**src/gsv_pkg.sv**
```systemverilog
// Package of the state-vector engine: field widths, codes, command types.
// Depends on nothing.
package gsv_pkg;

    localparam int DEF_MAX_QUBITS    = 10;
    localparam int DEF_AMP_FRAC_BITS = 14;

    localparam int MODE_W = 3;
    localparam int POS_W  = 10;
    localparam int DRAW_W = 32;
    localparam int IDX_W  = 10;
    localparam int PROB_W = 29;
    localparam int QC_W   = 4;
    localparam int SQ_W   = 31;

    localparam logic [PROB_W-1:0] PROB_MAX      = {PROB_W{1'b1}};
    localparam int                INV_SQRT2_Q16 = 46341;
    localparam logic [QC_W-1:0]   QC_RESET      = QC_W'(1);

    localparam logic [MODE_W-1:0] MODE_INIT    = 3'd0;
    localparam logic [MODE_W-1:0] MODE_HAD     = 3'd1;
    localparam logic [MODE_W-1:0] MODE_ORACLE  = 3'd2;
    localparam logic [MODE_W-1:0] MODE_PHASE   = 3'd3;
    localparam logic [MODE_W-1:0] MODE_MEASURE = 3'd4;
    localparam logic [MODE_W-1:0] MODE_QUERY   = 3'd5;

    // Word index of the one configuration register
    localparam logic REG_QUBIT_COUNT = 1'b0;

    typedef enum logic [2:0] {
        WS_INIT,
        WS_SUM,
        WS_DIFF,
        WS_ABS,
        WS_ABSNEG,
        WS_NEG,
        WS_ZERO,
        WS_ONE
    } wsel_t;

    typedef struct packed {
        logic  rd_en;
        logic  wr_en;
        wsel_t wsel;
        logic  bfly_latch;
        logic  sq_latch;
        logic  acc_clr;
        logic  tot_acc;
        logic  run_acc;
        logic  prod_lo;
        logic  prod_hi;
        logic  prod_sum;
    } dp_cmd_t;

    // Rounded square root of 2^(2*frac-n), the uniform amplitude
    function automatic longint unsigned init_amp(int frac, int n);
        longint unsigned x;
        longint unsigned r;
        longint unsigned b;
        x = 64'd1 << (2 * frac - n);
        r = 64'd0;
        b = 64'd1 << 62;
        while (b > x) b = b >> 2;
        while (b != 64'd0)
        begin
            if (x >= r + b)
            begin
                x = x - (r + b);
                r = (r >> 1) + b;
            end
            else
                r = r >> 1;
            b = b >> 2;
        end
        if (x > r) r = r + 64'd1;
        return r;
    endfunction

endpackage

```
**src/gsv_cfg.sv**
```systemverilog
// APB register block: holds qubit_count and derives the qubit count in effect.
// Depends on gsv_pkg.
module gsv_cfg
    import gsv_pkg::*;
#(
    parameter int MAX_QUBITS = DEF_MAX_QUBITS,
    localparam int NW = $clog2(MAX_QUBITS + 1)
)
(
    input  logic          clk,
    input  logic          rst_n,
    input  logic          psel,
    input  logic          penable,
    input  logic          pwrite,
    input  logic [2:0]    paddr,
    input  logic [31:0]   pwdata,
    output logic [31:0]   prdata,
    output logic          pready,
    output logic [NW-1:0] eff_n
);

    logic [QC_W-1:0] qc_reg;
    logic            wr_hit;

    assign pready = 1'b1;
    assign wr_hit = psel && penable && pwrite && (paddr[2] == REG_QUBIT_COUNT);

    // Hold the register
    always_ff @(posedge clk or negedge rst_n)
    begin
        if (!rst_n)
            qc_reg <= QC_RESET;
        else if (wr_hit)
            qc_reg <= pwdata[QC_W-1:0];
    end

    // Read back
    assign prdata = (paddr[2] == REG_QUBIT_COUNT) ? 32'(qc_reg) : 32'd0;

    // Clamp the count to 1..MAX_QUBITS
    always_comb
    begin
        if (qc_reg == '0)
            eff_n = NW'(1);
        else if (32'(qc_reg) > MAX_QUBITS)
            eff_n = NW'(MAX_QUBITS);
        else
            eff_n = NW'(qc_reg);
    end

endmodule

```
**config.mk**
```make
export PLATFORM = sky130hd
export DESIGN_NAME = gsv_cfg
export DESIGN_NICKNAME = d
export VERILOG_FILES = /design/src/gsv_pkg.sv /design/src/gsv_cfg.sv
export SDC_FILE = /design/constraint.sdc
export NUM_CORES = 1
export LEC_CHECK = 0
export ABC_CLOCK_PERIOD_IN_PS = 900
export BUFFER_PORTS_ARGS = -buffer_cell sky130_fd_sc_hd__buf_2
export CAP_MARGIN = 20
export CELL_PAD_IN_SITES_DETAIL_PLACEMENT = 1
export CELL_PAD_IN_SITES_GLOBAL_PLACEMENT = 1
export CORE_MARGIN = 2
export CORE_UTILIZATION = 14
export CTS_CLUSTER_SIZE = 24
export DETAILED_ROUTE_END_ITERATION = 8
export GPL_TIMING_DRIVEN = 0
export PLACE_DENSITY = 0.7
export SKIP_CTS_REPAIR_TIMING = 1
export SYNTH_ARGS = -nofsm -noshare
export SYNTH_HDL_FRONTEND = slang
export SYNTH_SLANG_ARGS = --single-unit
```
**constraint.sdc**
```tcl
create_clock -name clk -period 0.9 [get_ports clk]
set_input_delay 0.135 -clock clk [delete_from_list [all_inputs] [get_ports clk]]
set_output_delay 0.135 -clock clk [all_outputs]
set_load 0.01 [all_outputs]
```
==> results of run 1 <==
-- worst paths after layout --
check	start	to	slack, ns	cells past startpoint
worst max-delay path	qc_reg[1]$_DFFE_PN0P_	eff_n[0]	-0.35	3
max in group asynchronous	rst_n	qc_reg[0]$_DFFE_PN1P_	0.45	2
worst max register to register	qc_reg[2]$_DFFE_PN0P_	qc_reg[2]$_DFFE_PN0P_	-0.09	3
worst min-delay path	pwdata[1]	qc_reg[1]$_DFFE_PN0P_	0.14	2
min in group asynchronous	rst_n	qc_reg[2]$_DFFE_PN0P_	0.24	2
worst min register to register	qc_reg[1]$_DFFE_PN0P_	qc_reg[1]$_DFFE_PN0P_	0.59	1
-- through the flow --
step                      setup slack, ns  hold WS, ns  std cells
after floorplan                    0.0281       -0.161         77
after global placement             -0.123      -0.0582        138
after detailed placement           -0.136      -0.0549        138
after CTS                          -0.402       -0.317        142
after global routing               -0.428        0.131        148
final                              -0.354        0.135        148
-- area by class of cell --
type                    count  area, µm²  share of cell area, %
plain buffers              30        221                   26.7
clock buffers               4       26.3                   3.16
inverters                   1       3.75                  0.452
multi-input cells          42        248                   29.8
flip-flops and latches      4        101                   12.2
well taps                  44       55.1                   6.63
repair buffers             23        175                   21.1
-- worst max-delay path, stage by stage (launching register included) --
cell and delay [ns]:
dfrtp_1 0.39, nor2_1 0.07, maj3_2 0.30, buf_6 0.12
-- per-layer routing --
| metal | global-route usage [%] | vias up | wire length, µm | share of wire, % |
|---|---|---|---|---|
| li1 | - | 204 | - | - |
| met1 | 4.67 | 170 | 371 | 32 |
| met2 | 9.12 | 16 | 681 | 59 |
| met3 | 1.89 | 4 | 67 | 5.8 |
| met4 | 3.65 | 0 | 41 | 3.5 |
| met5 | 0 | - | 0 | 0 |
-- placed cells by master, fill, tap and decap left out --
| cell type | instances |
|---|---|
| buf_4 | 31 |
| conb_1 | 29 |
| buf_2 | 12 |
| buf_6 | 8 |
| and2b_2 | 3 |
| mux2_2 | 3 |
| clkbuf_4 | 3 |
| dfrtp_1 | 3 |
| nor2_1 | 2 |
| clkbuf_1 | 2 |
| nor2b_4 | 1 |
| a21o_1 | 1 |
| inv_2 | 1 |
| maj3_2 | 1 |
| nand4b_4 | 1 |
| mux2_4 | 1 |
| dlygate4sd3_1 | 1 |
| dfstp_2 | 1 |
-- kinds of logic after synthesis --
logic type / after synthesis / synth area share, %
multiplexers: 4 / 9.78
buffers and inverters: 31 / 48.9
AO/OA/AOI/OAI: 1 / 1.63
AND/OR/NAND/NOR: 7 / 13.9
other: 2 / 1.63
flip-flops: 4 / 22.0
adder cells (fa/ha/maj): 1 / 2.17
-- where the power goes --
group	switching (mW)	internal [mW]	total [mW]
Combinational	0.237	0.368	0.605
Sequential	0.0410	0.228	0.269
Clock	0.0871	0.167	0.254
==> reports/qor.txt, run 1 <==
die height: 61.4 µm
initial cell density of the core: 14.8%
fraction of layout cells with a size suffix above 1: 63.5%
share of the synthesized area in the top cell type: 47.3%
Routed WL: 1160 µm
Warnings, synthesis: 0
top cells by instance count after synthesis: 29 x buf_4, 4 x mux2_2, 3 x and2b_2, 3 x dfrtp_1
Crit. End Element: primary output
# clock sinks: 4
vias in the first global route: 303
placed cell area: 703 µm²
CP Data Required Time: 0.76 ns
Final Net Count: 145
Die ar.: 3760 µm²
Longest Clk Path Bufs: 2
fillcell total: 399
outcome: finished with violations
routed len/inst: 7.85 µm
core area: 3100 µm²
power per cell area: 1360 nW/µm²
number of flip-flops in the largest register: 4
period utilisation layout: 139%
Seq/Total Area, Yosys: 22.0%
Hold Path Class: input pin to flop
gpl congestion: 0.629
Final ANT Viol Nets: 0
Setup violations, final: 10
Syn Inst Count: 50
Primary FF master, synth: dfrtp_1
root buf cell: clkbuf_4
critical path class: flop to primary output
utilization of the core after routing: 26.8%
synthesis-to-layout area growth: 80.4%
Vias per Instance: 2.66
leakage: 0.503 nW
area leader, netlist: buf_4
first-pass GRT wire length: 1350 µm
DRT Pass-1 Iters: 2
setup TNS: -2.19 ns
Arrival @ worst endpoint: 1.12 ns
Row Count: 20
Post-Syn Area per Cell: 9.21 µm²
top post-synthesis cells by area: buf_4 47%, dfrtp_1 16%, mux2_2 9.8%
GR Overflow Total: 0
largest net degree at the start of global routing: 6
initial antenna violation count: 0
f_max: 797 MHz
setup slack after layout: -0.354 ns
width of the chip: 61.4 µm
clock skew: 0 ns
total power: 1.13 mW
Post-Syn Area: 460 µm²
insertion delay to the later sink of the worst-skew pair: 0.24 ns
number of synthesized flops with an enable pin: 0
Max VDD drop: 0.436 mV
clock-pin slew on the worst setup and hold paths: 0.04 ns
IO buf count: 17
IO Pins: 77
maxcap violations: 0
CTS Buf Count: 3
RSZ-0062 raised after global routing: true
count leader, synth: buf_4
CTS tree: yes
Vias: 394
final hold vios: 0
Antenna Cells: 0
GRT Overall Usage: 5.08%
Residual DRC: 0
H-tree depth: 1
ys async rst share: 100%
Synth cell types: 13
Final Cell Area: 831 µm²
maximum fanout along the worst path: 4
failing checks: negative setup slack
CP Launch Type: flop
max-slew violation count: 0
fin crit period: 1.25 ns
#FFs+latches synth: 4
Iteration-0 DRC Markers: 5
(Power assumes the default switching activity.)
==> inputs of run 2 (changes only) <==
--- a/config.mk
+++ b/config.mk
@@ -5,6 +5,7 @@
 export SDC_FILE = /design/constraint.sdc
 export NUM_CORES = 1
 export LEC_CHECK = 0
+export ABC_AREA = 1
 export ABC_CLOCK_PERIOD_IN_PS = 900
 export BUFFER_PORTS_ARGS = -buffer_cell sky130_fd_sc_hd__buf_2
 export CAP_MARGIN = 20
@@ -12,10 +13,10 @@
 export CELL_PAD_IN_SITES_GLOBAL_PLACEMENT = 1
 export CORE_MARGIN = 2
 export CORE_UTILIZATION = 14
-export CTS_CLUSTER_SIZE = 24
+export CTS_CLUSTER_SIZE = 20
 export DETAILED_ROUTE_END_ITERATION = 8
 export GPL_TIMING_DRIVEN = 0
-export PLACE_DENSITY = 0.7
+export PLACE_DENSITY = 0.73
 export SKIP_CTS_REPAIR_TIMING = 1
 export SYNTH_ARGS = -nofsm -noshare
 export SYNTH_HDL_FRONTEND = slang
==> run 2 against run 1 <==
Against the previous run:
- critical path depth unchanged
- global-route usage fell by 0.058 points
- clock-buffer cell count unchanged
- power is 17% lower
- sequential share of layout area is 0.97 points higher
- maximum frequency grew 3.3%
- highest routed layer is now met3
- utilization shrank 3.3 points
- worst hold slack better by 0.0028 ns
- critical path type unchanged
- clock power shrank 5%
- cell count up 10%
- first-iteration DRC count increased by 80%
- die area is 1.8% higher
- the flow still finishes with violations (negative setup slack)
==> reports/qor.txt, run 2 <==
Iteration-0 DRC Markers: 9 (was 5)
Crit. End Element: primary output (unchanged)
H-tree depth: 1 (unchanged)
die height: 61.9 µm (was 61.4 µm)
root buf cell: clkbuf_4 (unchanged)
maximum fanout along the worst path: 4 (unchanged)
count leader, synth: buf_4 (unchanged)
Arrival @ worst endpoint: 1.08 ns (was 1.12 ns)
Final ANT Viol Nets: 0 (unchanged)
RSZ-0062 raised after global routing: true (unchanged)
gpl congestion: 0.642 (was 0.629)
area of the multi-input gates: 234 µm² (was 248 µm²)
fin crit period: 1.21 ns (was 1.25 ns)
CP Launch Type: flop (unchanged)
DRT Pass-1 Iters: 3 (was 2)
Max VDD drop: 0.279 mV (was 0.436 mV)
Vias: 450 (was 394)
R2R cell count: 2 (was 3)
Post-Syn Area: 469 µm² (was 460 µm²)
Final Net Count: 158 (was 145)
utilization of the core after routing: 23.4% (was 26.8%)
Post-DP HPWL: 974 µm
Antenna Cells: 0 (unchanged)
Residual DRC: 0 (unchanged)
period utilisation layout: 135% (was 139%)
Post-Syn Area per Cell: 7.00 µm² (was 9.21 µm²)
Die ar.: 3830 µm² (was 3760 µm²)
failing checks: negative setup slack (unchanged)
power share of the clock group: 25.9% (was 22.6%)
leakage: 0.496 nW (was 0.503 nW)
IO buf count: 17 (unchanged)
most frequent cells in the layout: 29 x buf_4, 29 x conb_1, 17 x buf_2 (was 31 x buf_4, 29 x conb_1, 12 x buf_2)
CP delay by family, top: flip-flops (unchanged)
insertion delay to the later sink of the worst-skew pair: 0.23 ns (was 0.24 ns)
CTS tree: yes (unchanged)
sequential power share: 27.5% (was 23.8%)
first-pass GRT wire length: 1340 µm (was 1350 µm)
number of synthesized flops with an enable pin: 0 (unchanged)
Setup violations, final: 8 (was 10)
vias in the first global route: 337 (was 303)
sw frac: 36.2% (was 32.4%)
number of flip-flops in the largest register: 4 (unchanged)
ys async rst share: 100% (unchanged)
initial antenna violation count: 0 (unchanged)
Worst path depth: 3 (unchanged)
outcome: finished with violations (unchanged)
Routed WL: 1040 µm (was 1160 µm)
CP Data Required Time: 0.76 ns (about the same)
GRT Overall Usage: 5.02% (was 5.08%)
width of the chip: 61.9 µm (was 61.4 µm)
CTS Buf Count: 3 (unchanged)
largest net degree at the start of global routing: 6 (unchanged)
Syn Inst Count: 67 (was 50)
routed len/inst: 6.40 µm (was 7.85 µm)
critical path, cell by cell: nand2_2 -> a21oi_2 -> buf_2 (was nor2_1 -> maj3_2 -> buf_6)
clock skew: 0 ns (unchanged)
critical path class: flop to primary output (unchanged)
Finished Layout Cells: 163 (was 148)
fraction of layout cells with a size suffix above 1: 50.4% (was 63.5%)
Placed Cells: 157 (was 138)
f_max: 824 MHz (was 797 MHz)
Sw Pwr: 0.337 mW (was 0.365 mW)
# clock sinks: 4 (unchanged)
Hold Path Class: input pin to flop (unchanged)
GR Overflow Total: 0 (unchanged)
FF+latch area: 101 µm² (unchanged)
maxcap violations: 0 (unchanged)
Seq/Total Area, Yosys: 21.6% (was 22.0%)
fillcell total: 426 (was 399)
Internal: 0.594 mW (was 0.763 mW)
Synth cell types: 13 (unchanged)
Critical Path Slowest Stage Cell: dfstp_2 (was dfrtp_1)
synthesis-to-layout area growth: 64.0% (was 80.4%)
worst hold stages: 3 (was 2)
area leader, netlist: buf_4 (unchanged)
setup slack after layout: -0.314 ns (was -0.354 ns)
CP max stage delay: 0.56 ns (was 0.39 ns)
initial cell density of the core: 14.3% (was 14.8%)
Final Cell Area: 769 µm² (was 831 µm²)
share of the synthesized area in the top cell type: 46.4% (was 47.3%)
top cells by instance count after synthesis: 29 x buf_4, 11 x nand2_1, 6 x inv_1, 6 x nor2_1, 4 x nand3_1 (was 29 x buf_4, 4 x mux2_2, 3 x and2b_2, 3 x dfrtp_1)
power per cell area: 1210 nW/µm² (was 1360 nW/µm²)
Warnings, synthesis: 0 (unchanged)
worst path bufs/invs: 1 (unchanged)
clock-pin slew on the worst setup and hold paths: 0.03 ns (was 0.04 ns)
max-slew violation count: 0 (unchanged)
Row Count: 21 (was 20)
top post-synthesis cells by area: buf_4 46%, dfrtp_1 16%, nand2_1 8.8% (was buf_4 47%, dfrtp_1 16%, mux2_2 9.8%)
final hold vios: 0 (unchanged)
Primary FF master, synth: dfrtp_1 (unchanged)
#FFs+latches synth: 4 (unchanged)
Vias per Instance: 2.76 (was 2.66)
combinational group share of total power: 46.6% (was 53.6%)
placed cell area: 717 µm² (was 703 µm²)
worst hold margin: 0.138 ns (was 0.135 ns)
Longest Clk Path Bufs: 2 (unchanged)
core area: 3280 µm² (was 3100 µm²)
IO Pins: 77 (unchanged)
[run 2: cell types whose count changed in the layout (fill, tap and decap cells not counted), moves of 2 or more]
cell and delta:
buf_6 -7, nor2_1 +3, inv_2 +2, nand2_1 +10, and2b_2 -3, inv_1 +3, mux2_2 -3, buf_2 +5
nand3_1 +4, buf_4 -2
[run 2: cells by family after synthesis]
logic type             Yosys count  synth area share, %
buffers and inverters           36                 52.0
AND/OR/NAND/NOR                 23                 22.7
flip-flops                       4                 21.6
AO/OA/AOI/OAI                    2                 2.13
other                            2                 1.60
[run 2: through the flow]
step                      power [mW]  setup TNS [ns]  worst slack, ns
after global placement         0.642          -0.104          -0.0954
after detailed placement       0.653          -0.149           -0.119
final                          0.932           -1.63           -0.314
after floorplan                0.536               0          0.00433
after CTS                      0.908           -1.72           -0.373
after global routing            1.01           -2.01           -0.367
[run 2: tightest hold or removal path, stage by stage]
cell     delay [ns]
buf_2          0.10
nand3_1        0.07
nand2_1        0.05
[run 2: per-layer routing]
layer	part of all wire [%]	GRT usage (%)
met2	43	6.62
met1	43	6.58
met4	0	3.65
met3	14	1.86
met5	0	0
[run 2: cell type report]
type | count | share of cell area (%)
repair buffers | 19 | 13.8
clock buffers | 4 | 3.41
multi-input cells | 54 | 30.4
well taps | 46 | 7.48
flip-flops and latches | 4 | 13.2
inverters | 6 | 2.93
plain buffers | 30 | 28.8
[run 2: power groups by stage]
| stage | sequential [mW] | combinational [mW] | clock, mW |
|---|---|---|---|
| 2_1_floorplan | 0.242 | 0.294 | 0 |
| 3_3_place_gp | 0.252 | 0.390 | 0 |
| 3_5_place_dp | 0.254 | 0.399 | 0 |
| 4_1_cts | 0.253 | 0.399 | 0.256 |
| 5_1_grt | 0.260 | 0.486 | 0.267 |
| 6_report | 0.256 | 0.434 | 0.241 |
[run 2: path summary, 6_finish.rpt]
path                                  startpoint                     to  slack (ns)
max                        qc_reg[0]$_DFFE_PN1P_               eff_n[0]       -0.31
min reg2reg                qc_reg[2]$_DFFE_PN0P_  qc_reg[2]$_DFFE_PN0P_        0.49
min                                    pwdata[0]  qc_reg[0]$_DFFE_PN1P_        0.14
max in group asynchronous                  rst_n  qc_reg[0]$_DFFE_PN1P_        0.45
max reg2reg                qc_reg[0]$_DFFE_PN1P_  qc_reg[0]$_DFFE_PN1P_        0.17
min in group asynchronous                  rst_n  qc_reg[3]$_DFFE_PN0P_        0.24
