**src/gsv_pkg.sv**
```systemverilog
// Package of the state-vector engine: field widths, codes, command types.
// Depends on nothing.
package gsv_pkg;

    localparam int DEF_MAX_QUBITS    = 10;
    localparam int DEF_AMP_FRAC_BITS = 14;

    localparam int MODE_W = 3;
    localparam int POS_W  = 10;
    localparam int DRAW_W = 32;
    localparam int IDX_W  = 10;
    localparam int PROB_W = 29;
    localparam int QC_W   = 4;
    localparam int SQ_W   = 31;

    localparam logic [PROB_W-1:0] PROB_MAX      = {PROB_W{1'b1}};
    localparam int                INV_SQRT2_Q16 = 46341;
    localparam logic [QC_W-1:0]   QC_RESET      = QC_W'(1);

    localparam logic [MODE_W-1:0] MODE_INIT    = 3'd0;
    localparam logic [MODE_W-1:0] MODE_HAD     = 3'd1;
    localparam logic [MODE_W-1:0] MODE_ORACLE  = 3'd2;
    localparam logic [MODE_W-1:0] MODE_PHASE   = 3'd3;
    localparam logic [MODE_W-1:0] MODE_MEASURE = 3'd4;
    localparam logic [MODE_W-1:0] MODE_QUERY   = 3'd5;

    // Word index of the one configuration register
    localparam logic REG_QUBIT_COUNT = 1'b0;

    typedef enum logic [2:0] {
        WS_INIT,
        WS_SUM,
        WS_DIFF,
        WS_ABS,
        WS_ABSNEG,
        WS_NEG,
        WS_ZERO,
        WS_ONE
    } wsel_t;

    typedef struct packed {
        logic  rd_en;
        logic  wr_en;
        wsel_t wsel;
        logic  bfly_latch;
        logic  sq_latch;
        logic  acc_clr;
        logic  tot_acc;
        logic  run_acc;
        logic  prod_lo;
        logic  prod_hi;
        logic  prod_sum;
    } dp_cmd_t;

    // Rounded square root of 2^(2*frac-n), the uniform amplitude
    function automatic longint unsigned init_amp(int frac, int n);
        longint unsigned x;
        longint unsigned r;
        longint unsigned b;
        x = 64'd1 << (2 * frac - n);
        r = 64'd0;
        b = 64'd1 << 62;
        while (b > x) b = b >> 2;
        while (b != 64'd0)
        begin
            if (x >= r + b)
            begin
                x = x - (r + b);
                r = (r >> 1) + b;
            end
            else
                r = r >> 1;
            b = b >> 2;
        end
        if (x > r) r = r + 64'd1;
        return r;
    endfunction

endpackage

```
**src/gsv_cmd_if.sv**
```systemverilog
// Command channel of the state-vector engine: valid, ready and one command.
// Depends on gsv_pkg.
interface gsv_cmd_if import gsv_pkg::*; ();
    logic              valid;
    logic              ready;
    logic [MODE_W-1:0] mode;
    logic [POS_W-1:0]  position;
    logic [DRAW_W-1:0] random_draw;

    modport source (output valid, mode, position, random_draw, input ready);
    modport sink   (input valid, mode, position, random_draw, output ready);
endinterface

```
**src/gsv_res_if.sv**
```systemverilog
// Result channel of the state-vector engine: valid, ready and one result.
// Depends on gsv_pkg.
interface gsv_res_if import gsv_pkg::*; ();
    logic              valid;
    logic              ready;
    logic [IDX_W-1:0]  measured_index;
    logic [PROB_W-1:0] probability;

    modport source (output valid, measured_index, probability, input ready);
    modport sink   (input valid, measured_index, probability, output ready);
endinterface

```
**src/gsv_ctrl.sv**
```systemverilog
// Controller: sequences each command over the amplitude memory and holds the result.
// Depends on gsv_pkg, gsv_cmd_if, gsv_res_if; drives gsv_dp.
module gsv_ctrl
    import gsv_pkg::*;
#(
    parameter int MAX_QUBITS = DEF_MAX_QUBITS,
    localparam int AW_A = MAX_QUBITS,
    localparam int NW   = $clog2(MAX_QUBITS + 1)
)
(
    input  logic              clk,
    input  logic              rst_n,
    gsv_cmd_if.sink           cmd,
    gsv_res_if.source         res,
    input  logic [NW-1:0]     eff_n,
    output dp_cmd_t           dcmd,
    output logic [AW_A-1:0]   rd_addr_a,
    output logic [AW_A-1:0]   rd_addr_b,
    output logic [AW_A-1:0]   wr_addr,
    output logic [DRAW_W-1:0] draw,
    input  logic              exceeds,
    input  logic [PROB_W-1:0] prob
);

    localparam int CW = MAX_QUBITS + 1;

    typedef enum logic [4:0] {
        ST_IDLE, ST_INIT_WR,
        ST_BF_RD, ST_BF_MUL, ST_BF_WA, ST_BF_WB,
        ST_EL_RD, ST_EL_WR,
        ST_T_RD, ST_T_SQ, ST_T_ACC,
        ST_P_LO, ST_P_HI, ST_P_SUM,
        ST_S_RD, ST_S_SQ, ST_S_ACC, ST_S_CMP,
        ST_C_WR, ST_Q_RD, ST_Q_SQ, ST_DONE
    } state_t;

    state_t             state_reg;
    logic [MODE_W-1:0]  mode_reg;
    logic [POS_W-1:0]   pos_reg;
    logic [DRAW_W-1:0]  draw_reg;
    logic [CW-1:0]      i_reg;
    logic [CW-1:0]      j_reg;
    logic [NW-1:0]      s_reg;
    logic [AW_A-1:0]    k_reg;
    logic               res_valid_reg;
    logic [IDX_W-1:0]   res_idx_reg;
    logic [PROB_W-1:0]  res_prob_reg;

    logic [CW-1:0]      size, last_i, last_j;
    logic [CW-1:0]      lo_mask, hbit, ins, ins_b;
    logic               pos_hit, pos_in, out_free;
    logic [AW_A-1:0]    i_addr;

    assign size     = CW'(1) << eff_n;
    assign last_i   = size - CW'(1);
    assign last_j   = (size >> 1) - CW'(1);
    assign hbit     = CW'(1) << s_reg;
    assign lo_mask  = hbit - CW'(1);
    assign ins      = ((j_reg & ~lo_mask) << 1) | (j_reg & lo_mask);
    assign ins_b    = ins | hbit;
    assign i_addr   = i_reg[AW_A-1:0];
    assign pos_hit  = 32'(i_reg) == 32'(pos_reg);
    assign pos_in   = 32'(pos_reg) < 32'(size);
    assign out_free = !res_valid_reg || res.ready;

    assign cmd.ready          = (state_reg == ST_IDLE);
    assign res.valid          = res_valid_reg;
    assign res.measured_index = res_idx_reg;
    assign res.probability    = res_prob_reg;
    assign draw               = draw_reg;

    // Memory addresses
    always_comb
    begin
        rd_addr_a = i_addr;
        rd_addr_b = i_addr;
        wr_addr   = i_addr;
        if (state_reg == ST_BF_RD || state_reg == ST_BF_WA)
        begin
            rd_addr_a = ins[AW_A-1:0];
            rd_addr_b = ins_b[AW_A-1:0];
            wr_addr   = ins[AW_A-1:0];
        end
        else if (state_reg == ST_BF_WB)
            wr_addr = ins_b[AW_A-1:0];
        else if (state_reg == ST_Q_RD)
            rd_addr_a = AW_A'(pos_reg);
    end

    // Datapath commands per state
    always_comb
    begin
        dcmd = '0;
        dcmd.wsel = WS_ZERO;
        unique case (state_reg)
            ST_IDLE:    dcmd.acc_clr = cmd.valid;
            ST_INIT_WR:
            begin
                dcmd.wr_en = 1'b1;
                dcmd.wsel  = WS_INIT;
            end
            ST_BF_RD:   dcmd.rd_en = 1'b1;
            ST_BF_MUL:  dcmd.bfly_latch = 1'b1;
            ST_BF_WA:
            begin
                dcmd.wr_en = 1'b1;
                dcmd.wsel  = WS_SUM;
            end
            ST_BF_WB:
            begin
                dcmd.wr_en = 1'b1;
                dcmd.wsel  = WS_DIFF;
            end
            ST_EL_RD:   dcmd.rd_en = 1'b1;
            ST_EL_WR:
            begin
                dcmd.wr_en = 1'b1;
                if (mode_reg == MODE_ORACLE)
                    dcmd.wsel = pos_hit ? WS_ABSNEG : WS_ABS;
                else
                    dcmd.wsel = WS_NEG;
            end
            ST_T_RD, ST_S_RD, ST_Q_RD: dcmd.rd_en = 1'b1;
            ST_T_SQ, ST_S_SQ, ST_Q_SQ: dcmd.sq_latch = 1'b1;
            ST_T_ACC:   dcmd.tot_acc = 1'b1;
            ST_P_LO:    dcmd.prod_lo = 1'b1;
            ST_P_HI:    dcmd.prod_hi = 1'b1;
            ST_P_SUM:   dcmd.prod_sum = 1'b1;
            ST_S_ACC:   dcmd.run_acc = 1'b1;
            ST_S_CMP:   ;
            ST_C_WR:
            begin
                dcmd.wr_en = 1'b1;
                dcmd.wsel  = (i_addr == k_reg) ? WS_ONE : WS_ZERO;
            end
            ST_DONE:    ;
            default:    dcmd = '0;
        endcase
    end

    // State, counters and result register
    always_ff @(posedge clk or negedge rst_n)
    begin
        if (!rst_n)
        begin
            state_reg     <= ST_IDLE;
            mode_reg      <= '0;
            pos_reg       <= '0;
            draw_reg      <= '0;
            i_reg         <= '0;
            j_reg         <= '0;
            s_reg         <= '0;
            k_reg         <= '0;
            res_valid_reg <= 1'b0;
            res_idx_reg   <= '0;
            res_prob_reg  <= '0;
        end
        else
        begin
            // Drop the result once taken, unless a new one loads in its place
            if (res_valid_reg && res.ready && state_reg != ST_DONE)
                res_valid_reg <= 1'b0;

            unique case (state_reg)
                ST_IDLE:
                begin
                    if (cmd.valid)
                    begin
                        mode_reg <= cmd.mode;
                        pos_reg  <= cmd.position;
                        draw_reg <= cmd.random_draw;
                        i_reg    <= '0;
                        j_reg    <= '0;
                        s_reg    <= '0;
                        k_reg    <= '0;
                        case (cmd.mode)
                            MODE_INIT:    state_reg <= ST_INIT_WR;
                            MODE_HAD:     state_reg <= ST_BF_RD;
                            MODE_ORACLE:  state_reg <= ST_EL_RD;
                            MODE_PHASE:
                            begin
                                i_reg     <= CW'(1);
                                state_reg <= ST_EL_RD;
                            end
                            MODE_MEASURE: state_reg <= ST_T_RD;
                            MODE_QUERY:
                                state_reg <= (32'(cmd.position) < 32'(size)) ? ST_Q_RD
                                                                             : ST_DONE;
                            default:      state_reg <= ST_DONE;
                        endcase
                    end
                end
                ST_INIT_WR:
                begin
                    i_reg <= i_reg + CW'(1);
                    if (i_reg == last_i)
                        state_reg <= ST_DONE;
                end
                ST_BF_RD:  state_reg <= ST_BF_MUL;
                ST_BF_MUL: state_reg <= ST_BF_WA;
                ST_BF_WA:  state_reg <= ST_BF_WB;
                ST_BF_WB:
                begin
                    // Advance pair, then stage
                    if (j_reg == last_j)
                    begin
                        j_reg <= '0;
                        if (32'(s_reg) == 32'(eff_n) - 1)
                            state_reg <= ST_DONE;
                        else
                        begin
                            s_reg     <= s_reg + NW'(1);
                            state_reg <= ST_BF_RD;
                        end
                    end
                    else
                    begin
                        j_reg     <= j_reg + CW'(1);
                        state_reg <= ST_BF_RD;
                    end
                end
                ST_EL_RD:  state_reg <= ST_EL_WR;
                ST_EL_WR:
                begin
                    i_reg <= i_reg + CW'(1);
                    state_reg <= (i_reg == last_i) ? ST_DONE : ST_EL_RD;
                end
                ST_T_RD:   state_reg <= ST_T_SQ;
                ST_T_SQ:   state_reg <= ST_T_ACC;
                ST_T_ACC:
                begin
                    if (i_reg == last_i)
                    begin
                        i_reg     <= '0;
                        state_reg <= ST_P_LO;
                    end
                    else
                    begin
                        i_reg     <= i_reg + CW'(1);
                        state_reg <= ST_T_RD;
                    end
                end
                ST_P_LO:   state_reg <= ST_P_HI;
                ST_P_HI:   state_reg <= ST_P_SUM;
                ST_P_SUM:  state_reg <= ST_S_RD;
                ST_S_RD:   state_reg <= ST_S_SQ;
                ST_S_SQ:   state_reg <= ST_S_ACC;
                ST_S_ACC:  state_reg <= ST_S_CMP;
                ST_S_CMP:
                begin
                    // Stop at the first running sum past the draw; none keeps index 0
                    if (exceeds)
                    begin
                        k_reg     <= i_addr;
                        i_reg     <= '0;
                        state_reg <= ST_C_WR;
                    end
                    else if (i_reg == last_i)
                    begin
                        k_reg     <= '0;
                        i_reg     <= '0;
                        state_reg <= ST_C_WR;
                    end
                    else
                    begin
                        i_reg     <= i_reg + CW'(1);
                        state_reg <= ST_S_RD;
                    end
                end
                ST_C_WR:
                begin
                    i_reg <= i_reg + CW'(1);
                    if (i_reg == last_i)
                        state_reg <= ST_DONE;
                end
                ST_Q_RD:   state_reg <= ST_Q_SQ;
                ST_Q_SQ:   state_reg <= ST_DONE;
                ST_DONE:
                begin
                    // Load the result beat when the output register frees up
                    if (out_free)
                    begin
                        res_valid_reg <= 1'b1;
                        res_idx_reg   <= (mode_reg == MODE_MEASURE) ? IDX_W'(k_reg) : '0;
                        res_prob_reg  <= (mode_reg == MODE_QUERY && pos_in) ? prob : '0;
                        state_reg     <= ST_IDLE;
                    end
                end
                default:   state_reg <= ST_IDLE;
            endcase
        end
    end

endmodule

```
**src/flat_wrapper.sv**
```systemverilog
// flat-port wrapper written by rule: the top's interface ports become plain ports
module gsv_ctrl_flat import gsv_pkg::*;
#(
    parameter int MAX_QUBITS = DEF_MAX_QUBITS,
    localparam int AW_A = MAX_QUBITS,
    localparam int NW   = $clog2(MAX_QUBITS + 1)
)
  (clk, rst_n, eff_n, dcmd, rd_addr_a, rd_addr_b, wr_addr, draw, exceeds, prob, cmd_valid, cmd_mode, cmd_position, cmd_random_draw, cmd_ready, res_valid, res_measured_index, res_probability, res_ready);
  gsv_cmd_if cmd_i ();
  gsv_res_if res_i ();
  input  logic clk;
  input  logic rst_n;
  input  logic [NW-1:0] eff_n;
  output dp_cmd_t dcmd;
  output logic [AW_A-1:0] rd_addr_a;
  output logic [AW_A-1:0] rd_addr_b;
  output logic [AW_A-1:0] wr_addr;
  output logic [DRAW_W-1:0] draw;
  input  logic exceeds;
  input  logic [PROB_W-1:0] prob;
  input wire logic [$bits(cmd_i.valid)-1:0] cmd_valid;
  input wire logic [$bits(cmd_i.mode)-1:0] cmd_mode;
  input wire logic [$bits(cmd_i.position)-1:0] cmd_position;
  input wire logic [$bits(cmd_i.random_draw)-1:0] cmd_random_draw;
  output wire logic [$bits(cmd_i.ready)-1:0] cmd_ready;
  output wire logic [$bits(res_i.valid)-1:0] res_valid;
  output wire logic [$bits(res_i.measured_index)-1:0] res_measured_index;
  output wire logic [$bits(res_i.probability)-1:0] res_probability;
  input wire logic [$bits(res_i.ready)-1:0] res_ready;
  assign cmd_i.valid = cmd_valid;
  assign cmd_i.mode = cmd_mode;
  assign cmd_i.position = cmd_position;
  assign cmd_i.random_draw = cmd_random_draw;
  assign cmd_ready = cmd_i.ready;
  assign res_valid = res_i.valid;
  assign res_measured_index = res_i.measured_index;
  assign res_probability = res_i.probability;
  assign res_i.ready = res_ready;
  gsv_ctrl #(.MAX_QUBITS(MAX_QUBITS)) u_core (.clk(clk), .rst_n(rst_n), .cmd(cmd_i), .res(res_i), .eff_n(eff_n), .dcmd(dcmd), .rd_addr_a(rd_addr_a), .rd_addr_b(rd_addr_b), .wr_addr(wr_addr), .draw(draw), .exceeds(exceeds), .prob(prob));
endmodule
```
**config.mk**
```make
export PLATFORM = sky130hd
export DESIGN_NAME = gsv_ctrl_flat
export DESIGN_NICKNAME = d
export VERILOG_FILES = /design/src/gsv_pkg.sv /design/src/gsv_cmd_if.sv /design/src/gsv_res_if.sv /design/src/gsv_ctrl.sv /design/src/flat_wrapper.sv
export SDC_FILE = /design/constraint.sdc
export NUM_CORES = 1
export LEC_CHECK = 0
export ABC_AREA = 1
export BUFFER_PORTS_ARGS = -buffer_cell sky130_fd_sc_hd__buf_4
export CORE_MARGIN = 1
export CORE_UTILIZATION = 42
export CTS_CLUSTER_SIZE = 24
export DETAILED_ROUTE_END_ITERATION = 6
export GPL_TIMING_DRIVEN = 1
export MAX_ROUTING_LAYER = met4
export PLACE_DENSITY = 0.76
export REMOVE_ABC_BUFFERS = 1
export SLEW_MARGIN = 20
export SYNTH_ARGS = -nofsm -noshare
export SYNTH_HDL_FRONTEND = slang
export SYNTH_SLANG_ARGS = --single-unit
```
**constraint.sdc**
```tcl
create_clock -name clk -period 2.7 [get_ports clk]
set_input_delay 0.54 -clock clk [delete_from_list [all_inputs] [get_ports clk]]
set_output_delay 0.54 -clock clk [all_outputs]
set_load 0.02 [all_outputs]
```
==> results.yml, run 1 <==
global_routing:
  grt_max_degree: 57
  grt_pass1_wl_mm: 46.23
  antenna_found_initial: 0
  grt-ovfl-total: 0
  grt_use_total: 0.3038
  grt_pass1_vias: 8823
synthesis:
  async_reset_ff_frac: 1.000
  netlist_area_um2: 8374
  syn_area_per_cell_um2: 7.025
  yosysWarnings: 0
  synth_ff_type: "dfrtp_1"
  ys_types: 42
  synth-edff-count: 0
  synth_cells: 1192
  synth.yosys.seq_area_share: 0.3765
  ys_seq_elements: 126
worst_setup_path:
  cp-end-kind: "primary output"
  crit_type: "flip-flop to primary output"
  cp_max_fo: 4
  cp-start-kind: "flip-flop"
  crit_required_ns: 2.16
  arrival_ns: 2.62
cts:
  root_buffer: "clkbuf_16"
  postCtsHoldBufs: 0
  cts_max_level: 4
  path_clk_slew_ns: 0.06
  cts_sinks: 126
  clockBufferDepth: 2
  cts_buffers: 17
  insertion_delay_ns: 0.43
  cts_tree: "done"
floorplan:
  dieArea_um2: 20510
  die_w_um: 143.2
  coreArea_um2: 19530
  dieHeight_um: 143.2
  num_rows: 51
  initial_core_util: 0.4289
  io_pins: 199
placement:
  placed_area_um2: 10800
  gp_congestion: 1.012
  preCtsSetupSlack_ns: -0.2137
  hpwl_mm: 22.32
  port_buffers: 198
pwr:
  p_seq_frac: 0.221
  leakagePower_uw: 0.006339
  clkPwrFrac: 0.180
  p_per_area_nw_per_um2: 1090
  peakVddDrop_uv: 484.7
  cellInternalPower_uw: 7276
  p_switching_uw: 6271
  swShare: 0.4629
  combPwrFrac: 0.599
timing:
  finalMaxSlewViolations: 0
  hold_slack_ns: 0.05530
  max_freq_ghz: 0.3167
  fin_ws_ns: -0.4572
  finalHoldViolCount: 0
  fin_worst_skew_ns: 0.009218
  finalSetupViolCount: 25
  fin_crit_ns: 3.157
  tightest_slew_ns: 0.8788
  slew_headroom: 0.4120
  grt_setup_unrepaired: "yes"
  min_period_over_period: 1.169
  setup_tns_ns: -6.421
routing:
  dr.pass1.iters: 5
  drc_errors: 0
  wl_per_cell_um: 17.21
  wl_mm: 30.73
  drt_iter0_drc: 825
  viasPerCell: 5.404
  vias: 9646
  route.antenna.remaining_nets: 0
layout:
  fill_cells: 1742
  nets: 1624
  largest_reg_flops: 32
  final_cell_mix: "nand2_1 (412), buf_4 (300), dfrtp_1 (118)"
  synthToLayoutAreaGrowth_pct: 48.44
  drive_above_1_share: 0.3533
  diodes: 0
  final_util: 0.6366
  final_area_um2: 12430
  layout_commonest_cell: "nand2_1"
outcome:
  failed_checks: "negative setup slack"
  status: "complete, but fails checks"
flow_run:
  cap_violations: 0
hold_path:
  hp-class: "input port to asynchronous set/reset pin"
worst max-delay path: stages (launching register included):
cell	delay, ns
dfrtp_1	0.42
inv_2	0.08
ha_4	0.17
nand2_4	0.08
nor2_4	0.04
inv_2	0.08
ha_4	0.16
inv_4	0.03
nor2_4	0.12
nand3_2	0.09
xor2_2	0.17
buf_4	0.14
o21ai_2	0.14
buf_6	0.13
nor3_2	0.04
o21ai_1	0.13
buf_4	0.16
per-layer routing:
layer	up-vias	part of all wire	wire length, um	global-route usage
met1	4510	0.42	12790	0.3966
met5	-	0	0	-
li1	4520	-	-	-
met3	101	0.079	2441	0.04695
met4	0	0.038	1158	0.1432
met2	515	0.47	14330	0.4606
metrics by stage:
step | cells | total power, uW
after detailed placement | 1715 | 9283
after floorplan | 1151 | 6413
after global placement | 1715 | 9182
final | 1785 | 13550
after global routing | 1785 | 14320
after CTS | 1760 | 12510
Yosys cell counts (all sizes together), types with 2 or more instances:
master   number  area share
xor2         34       0.036
a21oi        27       0.016
inv          94       0.042
o211ai        7      0.0063
nand4        14       0.010
nor2         94       0.047
or2           4      0.0030
a31oi         2      0.0015
o31ai         5      0.0045
xnor2         9      0.0094
dfrtp       126        0.38
nand2       445        0.20
nor3         15      0.0096
ha           34       0.051
o21ai       140       0.085
clkbuf       30       0.014
o2111ai       2      0.0021
nor4          8      0.0060
o22ai        11      0.0082
nand3        68       0.052
buf          11      0.0084
clkinv        7      0.0031
power by group through the flow:
stage               clock [uW]  sequential [uW]  combinational (uW)
floorplan                    0             3240                3180
global placement             0             2950                6240
detailed placement           0             2960                6330
CTS                       2450             2950                7100
global route              2550             3050                8720
finish                    2440             3000                8110
area by class of cell:
| class | instances | area, um2 | share of cell area |
|---|---|---|---|
| sequential | 126 | 3163 | 0.2545 |
| multi-input combinational | 924 | 5233 | 0.4209 |
| timing repair inverter | 1 | 5.005 | 0.0004026 |
| clock buffer | 18 | 429.2 | 0.03452 |
| clock inverter | 14 | 182.7 | 0.01470 |
| inverter | 101 | 394.1 | 0.03171 |
| timing repair buffer | 336 | 2693 | 0.2166 |
| tap | 265 | 331.6 | 0.02667 |
repair_timing:
action	in CTS	in global routing
setup endpoints to repair	32	37
pin swaps	21	35
cloned	0	1
setup buffers	13	29
resized for setup	124	110
final timing paths:
kind | startpoint | endpoint | slack, ns | depth (start not counted)
worst max-delay path | u_core.s_reg[0] | wr_addr[6] | -0.46 | 16
worst min-delay path | rst_n | u_core.j_reg[2] | 0.06 | 1
worst max register to register | u_core.state_reg[3] | u_core.i_reg[9] | 0.27 | 9
worst min register to register | u_core.draw[8] | u_core.draw[8] | 0.47 | 2
max in group asynchronous | rst_n | u_core.state_reg[3] | 1.94 | 2
min in group clk | cmd_random_draw[22] | u_core.draw[22] | 0.30 | 3
kinds of logic (layout without fill, tap and decap cells):
family,count (synthesis),in the layout,synth area share
AND/OR/NAND/NOR,648,648,0.3315
flip-flops,126,126,0.3765
buffers and inverters,142,470,0.06753
XOR/XNOR,43,43,0.04497
adder cells (fa/ha/maj),34,34,0.05080
AO/OA/AOI/OAI,199,199,0.1286
Note: power is estimated with default switching activity, not from simulation.
==> run 2, diff against run 1 <==
--- a/config.mk
+++ b/config.mk
@@ -7,6 +7,7 @@
 export LEC_CHECK = 0
 export ABC_AREA = 1
 export BUFFER_PORTS_ARGS = -buffer_cell sky130_fd_sc_hd__buf_4
+export CORE_ASPECT_RATIO = 0.7
 export CORE_MARGIN = 1
 export CORE_UTILIZATION = 42
 export CTS_CLUSTER_SIZE = 24
@@ -14,8 +15,7 @@
 export GPL_TIMING_DRIVEN = 1
 export MAX_ROUTING_LAYER = met4
 export PLACE_DENSITY = 0.76
-export REMOVE_ABC_BUFFERS = 1
-export SLEW_MARGIN = 20
+export SLEW_MARGIN = 40
 export SYNTH_ARGS = -nofsm -noshare
 export SYNTH_HDL_FRONTEND = slang
 export SYNTH_SLANG_ARGS = --single-unit
==> run 2 against run 1 <==
  * Wire length increased by 3.6%
  * Critical path depth shrank 3
  * Die area barely moved
  * The flow still finishes with violations (negative setup slack)
  * Combinational power up 1%
  * Cell count is 0.78% higher
  * Via count up 1.5%
  * Sequential share of layout area down 0.31 points
  * Critical path type unchanged
  * Setup slack better by 0.094 ns
  * Cell area grew 1.3%
==> results.yml, run 2 (synthesis results as in run 1) <==
outcome:
  status: "complete, but fails checks"
  failed_checks: "negative setup slack"
timing:
  fin_worst_skew_ns: 0.008400
  finalSetupViolCount: 30
  slew_headroom: 0.4527
  grt_setup_unrepaired: "yes"
  tightest_slew_ns: 0.8179
  finalHoldViolCount: 0
  max_freq_ghz: 0.3265
  fin_ws_ns: -0.3632
  fin_crit_ns: 3.063
  min_period_over_period: 1.135
  finalMaxSlewViolations: 0
layout:
  diodes: 0
  largest_reg_flops: 32
  final_util: 0.6545
  final_cell_mix: "nand2_1 (416), buf_4 (312), dfrtp_1 (117)"
  final_area_um2: 12590
  synthToLayoutAreaGrowth_pct: 50.32
  drive_above_1_share: 0.3550
  nets: 1639
  layout_commonest_cell: "nand2_1"
  register_area_um2: 3164
  stdcell_count: 1799
  fill_cells: 1615
  multi_input_area_um2: 5209
routing:
  highest_layer: "met4"
  drc_errors: 0
  wl_per_cell_um: 17.70
  vias: 9789
  drt_iter0_drc: 1087
  wl_met3_mm: 3.889
  viasPerCell: 5.441
  dr.pass1.iters: 6
  route.antenna.remaining_nets: 0
  wl_mm: 31.84
  routed-wl-met2_mm: 13.05
  drt-met1-wl_mm: 14.26
worst_setup_path:
  arrival_ns: 2.52
  r2r-end: "u_core.i_reg[9]"
  crit_end: "rd_addr_b[6]"
  path_cells: "inv_2 > buf_4 > ha_4 > buf_4 > o21ai_4 > nand3_4 > xnor2_2 > nand2_1 > o21ai_2 > buf_6 > nor2_1 > o21ai_1 > buf_4"
  worstSetupStartpoint: "u_core.s_reg[1]"
  cp_common_cell: "buf_4"
  crit_slowest_cell: "dfrtp_1"
  cp_max_fo: 3
  reg2reg_depth: 9
  r2r_slack_ns: 0.04
  cp-start-kind: "flip-flop"
  crit_type: "flip-flop to primary output"
  cpPeakStageDelay_ns: 0.38
  cp-end-kind: "primary output"
  rr_startpoint: "u_core.state_reg[2]"
  crit_required_ns: 2.16
placement:
  placed_area_um2: 10830
  place_inst: 1717
  gp_congestion: 1.002
  preCtsSetupSlack_ns: -0.2514
  port_buffers: 198
  hpwl_mm: 23.12
floorplan:
  num_rows: 42
  dieHeight_um: 120.1
  dieArea_um2: 20520
  coreArea_um2: 19230
  io_pins: 199
  initial_core_util: 0.4354
  die_w_um: 170.8
global_routing:
  antenna_found_initial: 0
  grt_pass1_wl_mm: 47.29
  grt_pass1_vias: 8845
  grt_use_total: 0.3090
  grt-ovfl-total: 0
  grt_max_degree: 56
cts:
  root_buffer: "clkbuf_16"
  clockBufferDepth: 2
  cts_tree: "done"
  cts_sinks: 126
  path_clk_slew_ns: 0.06
  cts_buffers: 17
  cts_max_level: 4
  insertion_delay_ns: 0.42
pwr:
  peakVddDrop_uv: 559.4
  p_per_area_nw_per_um2: 1070
  leakagePower_uw: 0.006369
flow_run:
  cap_violations: 0
synthesis:
  synth_nets: 1309
hold_path:
  hp-class: "input port to asynchronous set/reset pin"
## run 2: power by group
group	switching (uW)	internal [uW]	leakage, uW
Sequential	531	2460	0.00166
Combinational	4800	3420	0.00443
Clock	968	1290	0.000278
Total	6300	7170	0.00637
## run 2: routing by layer
metal,track usage,up-vias
met1,0.4464,4561
met5,-,-
met3,0.09268,71
met2,0.4173,611
met4,0.07207,0
li1,-,4546
## run 2: area by class of cell
type	count	share of cell area
tap	264	0.02624
clock inverter	15	0.01183
timing repair buffer	352	0.2314
clock buffer	17	0.03379
multi-input combinational	924	0.4138
inverter	101	0.03161
sequential	126	0.2514
## run 2: timing repair
| item | CTS | global route |
|---|---|---|
| pin swaps | 25 | 28 |
| gates resized for setup | 111 | 103 |
| hold buffers | 0 | 0 |
| gates cloned | 0 | 5 |
| setup endpoints to repair | 32 | 55 |
| buffers inserted | 18 | 28 |
| endpoints found under the hold margin | 0 | 0 |
## run 2: through the flow
step                      hold WS [ns]  total power (uW)  TNS, ns
after detailed placement        0.4608              9299   -8.796
after CTS                      0.03298             12260   -4.015
final                          0.04561             13470   -5.202
after floorplan                 0.2444              6551        0
after global placement          0.4553              9216   -5.424
after global routing           0.04420             14150   -8.202
## run 2: worst min path at each step
stage                    startpoint                      endpoint  slack [ns]  cells past startpoint
floorplan                     rst_n                u_core.draw[0]        0.24                      0
global placement    u_core.draw[14]               u_core.draw[14]        0.46                      2
detailed placement  u_core.draw[14]               u_core.draw[14]        0.46                      2
CTS                           rst_n    u_core.res.probability[27]        0.03                      1
global route                  rst_n    u_core.res.probability[27]        0.04                      1
finish                        rst_n  u_core.res.measured_index[2]        0.05                      1
## run 2: critical path, delay by kind of cell, from the launching register on
kind | cells | cell delay (ns)
fa+ha+maj | 1 | 0.16
compound gates | 3 | 0.42
buf+inv | 5 | 0.66
flops | 1 | 0.38
xor+xnor | 1 | 0.21
simple gates | 3 | 0.27
==> run 3, diff against run 2 <==
--- a/config.mk
+++ b/config.mk
@@ -6,7 +6,7 @@
 export NUM_CORES = 1
 export LEC_CHECK = 0
 export ABC_AREA = 1
-export BUFFER_PORTS_ARGS = -buffer_cell sky130_fd_sc_hd__buf_4
+export BUFFER_PORTS_ARGS = -buffer_cell sky130_fd_sc_hd__buf_2
 export CORE_ASPECT_RATIO = 0.7
 export CORE_MARGIN = 1
 export CORE_UTILIZATION = 42
@@ -15,6 +15,7 @@
 export GPL_TIMING_DRIVEN = 1
 export MAX_ROUTING_LAYER = met4
 export PLACE_DENSITY = 0.76
+export RECOVER_POWER = 100
 export SLEW_MARGIN = 40
 export SYNTH_ARGS = -nofsm -noshare
 export SYNTH_HDL_FRONTEND = slang
==> run 3 against run 2 <==
  * Count of clock-buffer cells in the layout is 1 higher
  * Sequential power hardly changed
  * Critical path type unchanged
  * Register-to-register slack worse by 0.14 ns
  * Wire length is 2.3% lower
  * Core utilization is 3.0 points lower
  * The flow finishes with violations (max-capacitance violations, max-slew violations, negative setup slack)
  * Global-route usage is 0.71 points lower
  * Non-clock buffer count is 4 higher
  * Hold slack better by 0.27 ns
  * Highest routed layer unchanged
  * Setup slack better by 0.022 ns
==> results.yml, run 3 (synthesis results as in run 1) <==
outcome:
  status: "complete, but fails checks"
  failed_checks: "max-capacitance violations, max-slew violations, negative setup slack"
layout:
  final_util: 0.6242
  diodes: 0
  largest_reg_flops: 32
  drive_above_1_share: 0.2961
  synthToLayoutAreaGrowth_pct: 43.36
  fill_cells: 1730
  final_cell_mix: "nand2_1 (421), buf_4 (137), dfrtp_1 (121)"
  layout_commonest_cell: "nand2_1"
  nets: 1644
cts:
  path_clk_slew_ns: 0.06
  cts_tree: "done"
  clockBufferDepth: 2
  insertion_delay_ns: 0.42
  cts_max_level: 4
  cts_sinks: 126
  cts_buffers: 17
  root_buffer: "clkbuf_16"
pwr:
  total_power_uw: 13190
  clkPwrFrac: 0.185
  p_switching_uw: 6196
  cellInternalPower_uw: 6998
  combPwrFrac: 0.589
  leakagePower_uw: 0.005977
  peakVddDrop_uv: 536.7
  p_per_area_nw_per_um2: 1099
  swShare: 0.4696
  p_seq_frac: 0.226
timing:
  min_period_over_period: 1.126
  tightest_slew_ns: 2.265
  max_freq_ghz: 0.3288
  fin_crit_ns: 3.041
  fin_worst_skew_ns: 0.01240
  slew_headroom: -0.5100
  fin_ws_ns: -0.3410
  finalSetupViolCount: 36
  grt_setup_unrepaired: "yes"
  finalMaxSlewViolations: 39
  hold_slack_ns: 0.3179
  finalHoldViolCount: 0
synthesis:
  synth_nets: 1309
routing:
  wl_per_cell_um: 17.24
  vias: 9750
  route.antenna.remaining_nets: 0
  drc_errors: 0
  dr.pass1.iters: 5
  viasPerCell: 5.405
  wl_mm: 31.10
  drt_iter0_drc: 1123
floorplan:
  coreArea_um2: 19230
  num_rows: 42
  die_w_um: 170.8
  io_pins: 199
  initial_core_util: 0.4354
  dieArea_um2: 20520
  dieHeight_um: 120.1
worst_setup_path:
  cpPeakStageDelay_ns: 0.42
  crit_required_ns: 2.16
  cp-start-kind: "flip-flop"
  crit_cells: 13
  cp_num_buf_inv: 3
  crit_type: "flip-flop to primary output"
  arrival_ns: 2.50
  crit_family: "simple AND/OR/NAND/NOR gates"
  path_cells: "inv_2 > ha_4 > nand2_4 > nor2_4 > inv_2 > ha_4 > nor3_1 > nor2_2 > o21ai_1 > or2_2 > nor2_1 > o21ai_1 > buf_4"
  cp-end-kind: "primary output"
  reg2reg_depth: 10
  cp_max_fo: 3
  crit_slowest_cell: "dfrtp_1"
global_routing:
  globalRouteMet3Util: 0.06728
  grt_max_degree: 43
  grt_pass1_wl_mm: 46.08
  antenna_found_initial: 0
  grt_busiest_layer: "met1"
  grt_use_total: 0.3019
  grt-ovfl-total: 0
  met2_usage: 0.4189
  grt_use_met1: 0.4423
  grt_pass1_vias: 8589
hold_path:
  hold_depth: 3
  hp-class: "input port to flip-flop"
placement:
  port_buffers: 198
  preCtsSetupSlack_ns: -0.1812
  hpwl_mm: 22.49
  gp_congestion: 1.028
flow_run:
  cap_violations: 1
-- run 3: path summary, 6_finish.rpt --
path	from	endpoint	slack, ns
max	u_core.s_reg[0]	wr_addr[2]	-0.34
min	cmd_random_draw[11]	u_core.draw[11]	0.32
max reg2reg	u_core.state_reg[1]	u_core.i_reg[0]	-0.10
min reg2reg	u_core.draw[20]	u_core.draw[20]	0.47
max in group asynchronous	rst_n	u_core.draw[12]	0.19
min in group asynchronous	rst_n	u_core.s_reg[2]	0.78
-- run 3: final cells by class --
type,count,area (um2),share of cell area
multi-input combinational,924,5135,0.4277
clock inverter,14,182.7,0.01522
sequential,126,3159,0.2632
timing repair inverter,1,7.507,0.0006253
clock buffer,18,439.2,0.03658
inverter,101,399.1,0.03325
tap,264,330.3,0.02751
timing repair buffer,356,2352,0.1959
-- run 3: timing repair --
action                     in CTS  in global routing
setup buffers                  15                 36
hold buffers                    0                  0
gates cloned                    1                  2
hold endpoints to repair        0                  0
setup endpoints to repair      33                 38
gates resized for setup       101                127
pin swaps                      24                 48
-- run 3: through the flow --
step	instances	cell area [um2]	setup TNS, ns
2_1_floorplan	1192	8374	0
4_1_cts	1769	11440	-4.762
5_1_grt	1804	12010	-23.04
6_report	1804	12010	-6.393
3_3_place_gp	1722	10410	-2.573
3_5_place_dp	1722	10410	-5.164
-- run 3: tightest hold or removal path, cell delays in order --
cell     delay (ns)
buf_2          0.07
nand2_1        0.04
nand2_1        0.05
-- run 3: metal layers --
metal  wire, um  vias up
li1           -     4546
met1      13830     4491
met2      13060      652
met3       3590       61
met4        618        0
met5          0        -
-- run 3: power by group through the flow --
| stage | combinational, uW | clock [uW] | sequential, uW |
|---|---|---|---|
| after floorplan | 3350 | 0 | 3200 |
| after global placement | 5920 | 0 | 2910 |
| after detailed placement | 5990 | 0 | 2920 |
| after CTS | 6630 | 2460 | 2920 |
| after global routing | 8340 | 2560 | 3030 |
| final | 7770 | 2440 | 2980 |
